[config.mk]
export PLATFORM = sky130hd
export DESIGN_NAME = limit_order_matcher
export DESIGN_NICKNAME = d
export VERILOG_FILES = /design/src/design/lom_pkg.sv /design/src/design/lom_front.sv /design/src/design/lom_engine.sv /design/src/design/limit_order_matcher.sv
export SDC_FILE = /design/constraint.sdc
export NUM_CORES = 2
export LEC_CHECK = 0
export BUFFER_PORTS_ARGS = -buffer_cell sky130_fd_sc_hd__buf_4
export CAP_MARGIN = 20
export CORE_MARGIN = 2
export CORE_UTILIZATION = 35
export DETAILED_ROUTE_END_ITERATION = 16
export GPL_TIMING_DRIVEN = 0
export SYNTH_ARGS = -nofsm -noshare
export SYNTH_HDL_FRONTEND = slang
export SYNTH_HIERARCHICAL = 1
export SYNTH_SLANG_ARGS = --single-unit
[constraint.sdc]
create_clock -name aclk -period 12.7 [get_ports aclk]
set_input_delay 1.905 -clock aclk [delete_from_list [all_inputs] [get_ports aclk]]
set_output_delay 1.905 -clock aclk [all_outputs]
set_load 0.005 [all_outputs]
[src/design/lom_pkg.sv]
// Shared types and constants of the limit order matcher.
// Used by lom_front, lom_engine, limit_order_matcher, lom_checker and tb; no dependencies.
package lom_pkg;

    localparam int unsigned ORDER_SLOTS_DEF  = 32;
    localparam int unsigned PRICE_LEVELS_DEF = 1024;

    localparam int unsigned PRICE_W = 10;
    localparam int unsigned QTY_W   = 16;
    localparam int unsigned TRADER_W = 16;
    localparam int unsigned OID_W   = 5;
    localparam int unsigned STAT_W  = 2;
    localparam int unsigned S_DATA_W = 48;
    localparam int unsigned M_DATA_W = 72;

    localparam logic [STAT_W-1:0] STAT_RESTED   = 2'd0;
    localparam logic [STAT_W-1:0] STAT_FILLED   = 2'd1;
    localparam logic [STAT_W-1:0] STAT_REJECTED = 2'd2;

    localparam logic KIND_FILL  = 1'b0;
    localparam logic KIND_FINAL = 1'b1;

    localparam logic SIDE_BUY  = 1'b0;
    localparam logic SIDE_SELL = 1'b1;

    typedef enum logic [1:0] {
        CMD_MATCH,
        CMD_REJECT,
        CMD_EMPTY
    } cmd_kind_t;

    typedef struct packed {
        cmd_kind_t             kind;
        logic                  side;
        logic [PRICE_W-1:0]    price;
        logic [QTY_W-1:0]      qty;
        logic [TRADER_W-1:0]   trader;
    } cmd_t;

endpackage

[src/design/lom_front.sv]
// Front part: accepts orders, classifies them and queues them for the engine.
// Depends on lom_pkg.
module lom_front #(
    parameter int unsigned PRICE_LEVELS = lom_pkg::PRICE_LEVELS_DEF
) (
    input  logic                          aclk,
    input  logic                          aresetn,
    input  logic                          s_tvalid,
    output logic                          s_tready,
    input  logic [lom_pkg::S_DATA_W-1:0]  s_tdata,
    input  logic                          s_tuser,
    output logic                          cmd_valid,
    output lom_pkg::cmd_t                 cmd,
    input  logic                          cmd_pop
);
    lom_pkg::cmd_t q_reg [2];
    logic          wr_ptr_reg, rd_ptr_reg;
    logic [1:0]    count_reg;
    lom_pkg::cmd_t in_cmd;
    logic          push;

    always_comb begin
        in_cmd.side   = s_tuser;
        in_cmd.price  = s_tdata[9:0];
        in_cmd.qty    = s_tdata[25:10];
        in_cmd.trader = s_tdata[41:26];
        priority if (32'(in_cmd.price) >= PRICE_LEVELS) begin
            in_cmd.kind = lom_pkg::CMD_REJECT;
        end else if (in_cmd.qty == '0) begin
            in_cmd.kind = lom_pkg::CMD_EMPTY;
        end else begin
            in_cmd.kind = lom_pkg::CMD_MATCH;
        end
    end

    assign s_tready  = (count_reg != 2'd2);
    assign push      = s_tvalid && s_tready;
    assign cmd_valid = (count_reg != 2'd0);
    assign cmd       = q_reg[rd_ptr_reg];

    always_ff @(posedge aclk) begin
        if (!aresetn) begin
            wr_ptr_reg <= 1'b0;
            rd_ptr_reg <= 1'b0;
            count_reg  <= 2'd0;
        end else begin
            if (push) begin
                q_reg[wr_ptr_reg] <= in_cmd;
                wr_ptr_reg        <= ~wr_ptr_reg;
            end
            if (cmd_pop) begin
                rd_ptr_reg <= ~rd_ptr_reg;
            end
            count_reg <= count_reg + 2'(push) - 2'(cmd_pop);
        end
    end
endmodule

[src/design/lom_engine.sv]
// Back part: walks the book, emits fills and rests remainders.
// Holds slot data, free stack and the occupied-level table. Depends on lom_pkg.
module lom_engine #(
    parameter int unsigned ORDER_SLOTS = lom_pkg::ORDER_SLOTS_DEF
) (
    input  logic                          aclk,
    input  logic                          aresetn,
    input  logic                          cmd_valid,
    input  lom_pkg::cmd_t                 cmd,
    output logic                          cmd_pop,
    output logic                          m_tvalid,
    input  logic                          m_tready,
    output logic [lom_pkg::M_DATA_W-1:0]  m_tdata,
    output logic                          m_tuser,
    output logic                          m_tlast
);
    localparam int unsigned SW = (ORDER_SLOTS > 1) ? $clog2(ORDER_SLOTS) : 1;
    localparam int unsigned CW = $clog2(ORDER_SLOTS + 1);
    localparam logic [SW-1:0] LAST_IDX = SW'(ORDER_SLOTS - 1);

    typedef enum logic [1:0] {ST_IDLE, ST_SCAN, ST_FILL, ST_FINAL} state_t;

    state_t state_reg;
    lom_pkg::cmd_t cmd_reg;
    logic [lom_pkg::QTY_W-1:0] rem_reg;
    logic [SW-1:0] touched_reg, idx_reg;

    // slot data
    logic [lom_pkg::QTY_W-1:0]    sq_reg [ORDER_SLOTS];
    logic [lom_pkg::TRADER_W-1:0] st_reg [ORDER_SLOTS];
    logic [SW-1:0]                sn_reg [ORDER_SLOTS];
    logic                         snv_reg [ORDER_SLOTS];
    logic [SW-1:0]                stack_reg [ORDER_SLOTS];
    logic [CW-1:0]                fc_reg;

    // occupied levels, at most one per resting order
    logic                         lv_valid_reg [ORDER_SLOTS];
    logic                         lv_side_reg  [ORDER_SLOTS];
    logic [lom_pkg::PRICE_W-1:0]  lv_price_reg [ORDER_SLOTS];
    logic [SW-1:0]                lv_head_reg  [ORDER_SLOTS];
    logic [SW-1:0]                lv_tail_reg  [ORDER_SLOTS];

    logic best_found_reg, own_found_reg, free_found_reg;
    logic [SW-1:0] best_idx_reg, own_idx_reg, free_idx_reg;
    logic [lom_pkg::PRICE_W-1:0] best_price_reg;

    logic out_valid_reg, out_kind_reg, out_last_reg;
    logic [lom_pkg::M_DATA_W-1:0] out_data_reg;

    logic out_free, out_load;
    logic e_cross, e_better, e_take, e_own;
    logic [lom_pkg::PRICE_W-1:0] e_price;
    logic [SW-1:0] hs, pop_s;
    logic [lom_pkg::QTY_W-1:0] hq, fill, newq, newrem;

    assign out_free = !out_valid_reg || m_tready;
    assign out_load = out_free && ((state_reg == ST_FILL) || (state_reg == ST_FINAL));
    assign m_tvalid = out_valid_reg;
    assign m_tdata  = out_data_reg;
    assign m_tuser  = out_kind_reg;
    assign m_tlast  = out_last_reg;
    assign cmd_pop  = (state_reg == ST_IDLE) && cmd_valid;

    always_comb begin
        e_price  = lv_price_reg[idx_reg];
        e_cross  = (cmd_reg.side == lom_pkg::SIDE_BUY) ? (e_price <= cmd_reg.price)
                                                       : (e_price >= cmd_reg.price);
        e_better = (cmd_reg.side == lom_pkg::SIDE_BUY) ? (e_price < best_price_reg)
                                                       : (e_price > best_price_reg);
        e_take   = lv_valid_reg[idx_reg] && (lv_side_reg[idx_reg] != cmd_reg.side)
                   && e_cross && (!best_found_reg || e_better);
        e_own    = lv_valid_reg[idx_reg] && (lv_side_reg[idx_reg] == cmd_reg.side)
                   && (e_price == cmd_reg.price);
        hs       = lv_head_reg[best_idx_reg];
        hq       = sq_reg[hs];
        fill     = (hq < rem_reg) ? hq : rem_reg;
        newq     = hq - fill;
        newrem   = rem_reg - fill;
        pop_s    = stack_reg[SW'(fc_reg - CW'(1))];
    end

    always_ff @(posedge aclk) begin
        if (!aresetn) begin
            state_reg     <= ST_IDLE;
            out_valid_reg <= 1'b0;
            fc_reg        <= CW'(ORDER_SLOTS);
            for (int i = 0; i < ORDER_SLOTS; i++) begin
                lv_valid_reg[i] <= 1'b0;
                stack_reg[i]    <= SW'(ORDER_SLOTS - 1 - i);
            end
        end else begin
            // drop a taken result unless a new one is loaded this cycle
            if (out_valid_reg && m_tready && !out_load) begin
                out_valid_reg <= 1'b0;
            end
            unique case (state_reg)
                ST_IDLE: begin
                    if (cmd_valid) begin
                        cmd_reg        <= cmd;
                        touched_reg    <= '0;
                        idx_reg        <= '0;
                        best_found_reg <= 1'b0;
                        own_found_reg  <= 1'b0;
                        free_found_reg <= 1'b0;
                        rem_reg        <= (cmd.kind == lom_pkg::CMD_MATCH) ? cmd.qty : '0;
                        state_reg      <= (cmd.kind == lom_pkg::CMD_MATCH) ? ST_SCAN
                                                                           : ST_FINAL;
                    end
                end
                ST_SCAN: begin
                    if (e_take) begin
                        best_found_reg <= 1'b1;
                        best_idx_reg   <= idx_reg;
                        best_price_reg <= e_price;
                    end
                    if (e_own) begin
                        own_found_reg <= 1'b1;
                        own_idx_reg   <= idx_reg;
                    end
                    if (!lv_valid_reg[idx_reg] && !free_found_reg) begin
                        free_found_reg <= 1'b1;
                        free_idx_reg   <= idx_reg;
                    end
                    idx_reg <= idx_reg + SW'(1);
                    if (idx_reg == LAST_IDX) begin
                        state_reg <= (e_take || best_found_reg) ? ST_FILL : ST_FINAL;
                    end
                end
                ST_FILL: begin
                    if (out_free) begin
                        out_valid_reg <= 1'b1;
                        out_kind_reg  <= lom_pkg::KIND_FILL;
                        out_last_reg  <= 1'b0;
                        out_data_reg  <= {7'd0, lom_pkg::STAT_RESTED, lom_pkg::OID_W'(hs),
                            (cmd_reg.side == lom_pkg::SIDE_BUY) ? st_reg[hs] : cmd_reg.trader,
                            (cmd_reg.side == lom_pkg::SIDE_BUY) ? cmd_reg.trader : st_reg[hs],
                            fill, cmd_reg.price};
                        sq_reg[hs]  <= newq;
                        rem_reg     <= newrem;
                        touched_reg <= hs;
                        if (newq == '0) begin
                            stack_reg[SW'(fc_reg)] <= hs;
                            fc_reg <= fc_reg + CW'(1);
                            if (snv_reg[hs]) begin
                                lv_head_reg[best_idx_reg] <= sn_reg[hs];
                                state_reg <= (newrem != '0) ? ST_FILL : ST_FINAL;
                            end else begin
                                // level emptied: look for the next best one
                                lv_valid_reg[best_idx_reg] <= 1'b0;
                                idx_reg        <= '0;
                                best_found_reg <= 1'b0;
                                own_found_reg  <= 1'b0;
                                free_found_reg <= 1'b0;
                                state_reg <= (newrem != '0) ? ST_SCAN : ST_FINAL;
                            end
                        end else begin
                            state_reg <= ST_FINAL;
                        end
                    end
                end
                ST_FINAL: begin
                    if (out_free) begin
                        out_valid_reg <= 1'b1;
                        out_kind_reg  <= lom_pkg::KIND_FINAL;
                        out_last_reg  <= 1'b1;
                        priority if (cmd_reg.kind == lom_pkg::CMD_REJECT) begin
                            out_data_reg <= {7'd0, lom_pkg::STAT_REJECTED, 63'd0};
                        end else if (rem_reg == '0) begin
                            out_data_reg <= {7'd0, lom_pkg::STAT_FILLED,
                                lom_pkg::OID_W'(touched_reg), 58'd0};
                        end else if (fc_reg == '0) begin
                            out_data_reg <= {7'd0, lom_pkg::STAT_REJECTED,
                                lom_pkg::OID_W'(touched_reg), 58'd0};
                        end else begin
                            out_data_reg <= {7'd0, lom_pkg::STAT_RESTED,
                                lom_pkg::OID_W'(pop_s), 58'd0};
                            fc_reg         <= fc_reg - CW'(1);
                            sq_reg[pop_s]  <= rem_reg;
                            st_reg[pop_s]  <= cmd_reg.trader;
                            snv_reg[pop_s] <= 1'b0;
                            if (own_found_reg) begin
                                sn_reg[lv_tail_reg[own_idx_reg]]  <= pop_s;
                                snv_reg[lv_tail_reg[own_idx_reg]] <= 1'b1;
                                lv_tail_reg[own_idx_reg]          <= pop_s;
                            end else begin
                                lv_valid_reg[free_idx_reg] <= 1'b1;
                                lv_side_reg[free_idx_reg]  <= cmd_reg.side;
                                lv_price_reg[free_idx_reg] <= cmd_reg.price;
                                lv_head_reg[free_idx_reg]  <= pop_s;
                                lv_tail_reg[free_idx_reg]  <= pop_s;
                            end
                        end
                        state_reg <= ST_IDLE;
                    end
                end
                default: state_reg <= ST_IDLE;
            endcase
        end
    end
endmodule

[src/design/limit_order_matcher.sv]
// Top level of the limit order matcher: front queue plus matching engine.
// Depends on lom_pkg, lom_front and lom_engine.
//
// Usage:
//   s_ channel carries one limit order per transaction: s_tuser is the side
//   (0 buy, 1 sell), s_tdata holds price, quantity and trader.
//   m_ channel returns one transaction per fill (m_tuser 0) followed by one
//   final outcome (m_tuser 1, m_tlast 1) holding status and order id.
//   A two-entry queue sits between the input and the engine, so orders are
//   taken while the engine works or while a result waits on m_tready.
//   Timing: an order that matches is scanned against the occupied-level
//   table, one entry per cycle; each fill then waits for the output to be
//   free, and a fill that empties a level while a remainder is left costs
//   another table scan. Orders rejected for price or of zero size skip the
//   scan and go straight to the final outcome.
//   Reset empties the book and the queue and drops any pending result.
//   While m_tready is low the engine holds its result and stalls on its next
//   output but may still scan; the input stays open until the queue fills.
module limit_order_matcher #(
    parameter int unsigned ORDER_SLOTS  = lom_pkg::ORDER_SLOTS_DEF,
    parameter int unsigned PRICE_LEVELS = lom_pkg::PRICE_LEVELS_DEF
) (
    input  logic                          aclk,
    input  logic                          aresetn,
    input  logic                          s_tvalid,
    output logic                          s_tready,
    input  logic [lom_pkg::S_DATA_W-1:0]  s_tdata,  // price, quantity, trader, zero pad
    input  logic                          s_tuser,  // side
    output logic                          m_tvalid,
    input  logic                          m_tready,
    // fill price, fill size, buyer_id, seller_id, order_id, status, zero pad
    output logic [lom_pkg::M_DATA_W-1:0]  m_tdata,
    output logic                          m_tuser,  // kind
    output logic                          m_tlast
);
    logic          cmd_valid, cmd_pop;
    lom_pkg::cmd_t cmd;

    lom_front #(.PRICE_LEVELS(PRICE_LEVELS)) u_front (
        .aclk, .aresetn, .s_tvalid, .s_tready, .s_tdata, .s_tuser,
        .cmd_valid, .cmd, .cmd_pop
    );

    lom_engine #(.ORDER_SLOTS(ORDER_SLOTS)) u_engine (
        .aclk, .aresetn, .cmd_valid, .cmd, .cmd_pop,
        .m_tvalid, .m_tready, .m_tdata, .m_tuser, .m_tlast
    );

`ifndef SYNTH
    a_no_empty_fill: assert property (@(posedge aclk) disable iff (!aresetn)
        m_tvalid && (m_tuser == lom_pkg::KIND_FILL) |-> m_tdata[25:10] != '0)
        else $error("zero-size trade");
    a_last_is_final: assert property (@(posedge aclk) disable iff (!aresetn)
        m_tvalid |-> (m_tlast == (m_tuser == lom_pkg::KIND_FINAL)))
        else $error("last flag disagrees with kind");
    a_fill_status: assert property (@(posedge aclk) disable iff (!aresetn)
        m_tvalid && (m_tuser == lom_pkg::KIND_FILL) |-> m_tdata[64:63] == '0)
        else $error("fill carries a status");
`endif
endmodule

==> run summary <==
Tightest Pin Transition = 1.24 ns
Maxcap violations = 0
Final Hold Viols = 0
Post-Synth Simple-Gate Area = 10.0%
Share of layout cells above drive strength 1 = 18.6%
Switching power = 6.46 mW
Reg2Reg Depth = 48
CP Class = reg2reg
Hold WC Path Type = reg2reg
LEAKAGE = 37.7 nW
Via density = 5.62
Gr usage total = 20.5%
Syn_area_per_cell = 14.8 um^2
Sw Share = 29.5%
Total global routing overflow = 0
Initial Utilization = 35.2%
Internal = 15.4 mW
Final Total Pwr = 21.9 mW
Final cell count without fillers = 11100
Clk root buf = clkbuf_16
Syn. warnings = 6
Yosys cell types = 93
Clk slew on worst S/H paths = 0.07 ns
Flop pwr share = 45.7%
Seq cells post-synth = 2346
Placed cells = 10700
First-pass GRT wire length = 429 mm
Combinational Power Share = 22.6%
Slew headroom = 16.3%
Proportion of synthesized area in mux cells = 9.81%
Die width = 534 um
Row cnt = 194
Max Slew Vio Count = 0
Mapped cell area = 98400 um^2
Port bufs = 115
Skew-Pair Late Insertion Delay = 0.90 ns
Core Region = 279000 um^2
Primary FF master, synth = edfxtp_1
Sequential-to-total area share from yosys stat = 70.7%
# setup viols final = 0
Antenna Nets Post-Route = 0
CTS tree = yes
Utilization after layout = 41.4%
Crit start category = flip-flop
CP max stage cell = o21ai_1
Outcome = completed
Syn Inst Count = 6665
P&R area growth vs syn = 17.5%
Compound-Gate Fraction of Synth Area = 6.17%
Pwr/cell area = 190 nW/um^2
Clock period minus worst slack = 12.27 ns
Commonest non-fill, non-tap cell in the layout = edfxtp_1
Post-synth EDFFs = 2253
Antenna violations before repair = 22
Worst setup margin = 0.432 ns
First-pass DRT Iterations = 8
HPWL Detailed = 214 mm
Largest stage delay, worst path = 0.64 ns
Final nets = 7315
Maximum number of pins on one net before global-route repair = 57
Final Skew = 0.0833 ns
Post-CTS Hold Buffers = 0
Most frequent cells in the layout = 2253 x edfxtp_1, 1177 x nand2_1, 372 x nor2_1, 288 x nand3_1, 278 x mux4_2
Setup TNS = 0 ns
Achievable clock frequency = 0.0815 GHz
CTS H-tree depth = 4
Via count = 62500
Io pins = 129
Adder and majority gate portion of the synthesized area = 0.786%
Die H = 534 um
Pre-CTS setup slack = -5.08 ns
Die Area = 285000 um^2
Setup crit end kind = flip-flop
Number of global-route vias before repair = 60300
Clock power share = 31.7%
DR iter-0 viols = 7784
Wire per inst = 27.0 um
Total CTS buffers = 237
Post-synthesis xor/xnor area fraction = 0.321%
CP arrival = 12.79 ns
Largest family of logic cells by synthesized area = simple AND/OR/NAND/NOR gates
Post-route clock period utilization = 96.6%
Max FO, Critical Path = 10
Ys async rst share = 0%
Worst EP required = 13.22 ns
Worst VDD drop = 184 uV
CTS sink count = 2346
Hold depth = 2
Routed wire length = 300 mm
Clock Tree Buf Depth = 4
Reg2Reg Setup Slack = 0.43 ns
DRC viols = 0
Routability cong. = 0.942
[through the flow]
step	hold WS (ns)	cell area, um^2
2_1_floorplan	0.429	98400
3_3_place_gp	0.443	104000
4_1_cts	0.457	115000
3_5_place_dp	0.448	107000
6_report	0.463	116000
5_1_grt	0.495	116000
[power groups by stage]
| stage | clock network, mW | logic (mW) | registers [mW] |
|---|---|---|---|
| 6_report | 6.94 | 4.94 | 10.0 |
| 5_1_grt | 7.33 | 5.23 | 10.0 |
| 4_1_cts | 7.04 | 4.81 | 10.1 |
| 3_5_place_dp | 0 | 4.79 | 10.2 |
| 3_3_place_gp | 0 | 4.15 | 10.4 |
| 2_1_floorplan | 0 | 2.54 | 10.2 |
[path summary, 6_finish.rpt]
kind | startpoint | end
worst max-delay path | flip-flop | u_engine/stack_reg[20][0]$_SDFFCE_PN1P_
worst min-delay path | u_engine/snv_reg[12]$_DFF_P_ | u_engine/snv_reg[12]$_DFF_P_
worst max register to register | flip-flop | u_engine/stack_reg[20][0]$_SDFFCE_PN1P_
worst min register to register | u_engine/snv_reg[12]$_DFF_P_ | u_engine/snv_reg[12]$_DFF_P_
[Yosys cell counts, types with 19 or more instances]
cell type	n	area (um^2)
nor2_1	458	1720
edfxtp_1	2253	67700
nor3_1	45	225
mux2_2	102	1150
mux2i_1	162	1620
o21ai_0	182	911
a311oi_1	184	1610
nor4_1	19	119
buf_1	65	244
nand2b_1	19	119
xnor2_1	27	236
and3_1	118	738
a211oi_1	25	188
mux2_4	40	601
nand3_1	288	1440
o31ai_1	36	270
and2_1	26	163
inv_1	88	330
buf_4	23	173
dfxtp_1	93	1860
mux4_2	278	6260
a21oi_1	102	510
ha_1	53	663
clkbuf_1	285	1070
nand2_1	1178	4420
buf_2	36	180
o311ai_1	30	263
nand4_1	23	144
a22oi_1	36	270
o22ai_1	38	238
a31oi_1	48	300
[cell type report]
cell class                      count  area [um^2]
Timing Repair Buffer              311         3910
Tap cell                         3724         4660
Multi-Input combinational cell   3814        27500
Inverter                           90          338
Antenna cell                       14         35.0
Sequential cell                  2346        69500
Clock inverter                    146         1450
Buffer                            409         2010
Clock buffer                      281         6160
Fill cell                       25100       164000
[repair_timing]
action / 4_1_cts / 5_1_grt
endpoints found under the setup margin: 1077 / 533
setup buffers: 25 / 5
resized for setup: 229 / 44
pin swaps: 26 / 8
[critical path, delay by kind of cell, from the launching register on]
| kind | cells | cell delay (ns) |
|---|---|---|
| AOI/OAI and AO/OA | 18 | 4.38 |
| adders and majority gates | 3 | 0.80 |
| buffers and inverters | 17 | 3.99 |
| DFF | 1 | 0.31 |
| muxes | 1 | 0.38 |
| and+or+nand+nor | 9 | 2.05 |
[metal layers]
layer | routed length (um) | share of wire, % | GRT usage [%]
met1 | 121000 | 40 | 27.8
met2 | 138000 | 46 | 32.2
met3 | 26100 | 8.7 | 3.39
met4 | 14800 | 4.9 | 9.17
met5 | 125 | 0.042 | 0
[cell families after synthesis]
| logic type | after synthesis |
|---|---|
| AND/OR/NAND/NOR | 2271 |
| flip-flops | 2346 |
| buffers and inverters | 511 |
| AO/OA/AOI/OAI | 852 |
| adder cells (fa/ha/maj) | 64 |
| multiplexers | 583 |
| XOR/XNOR | 36 |
| other | 2 |
Power figures use the tool's default switching activity.
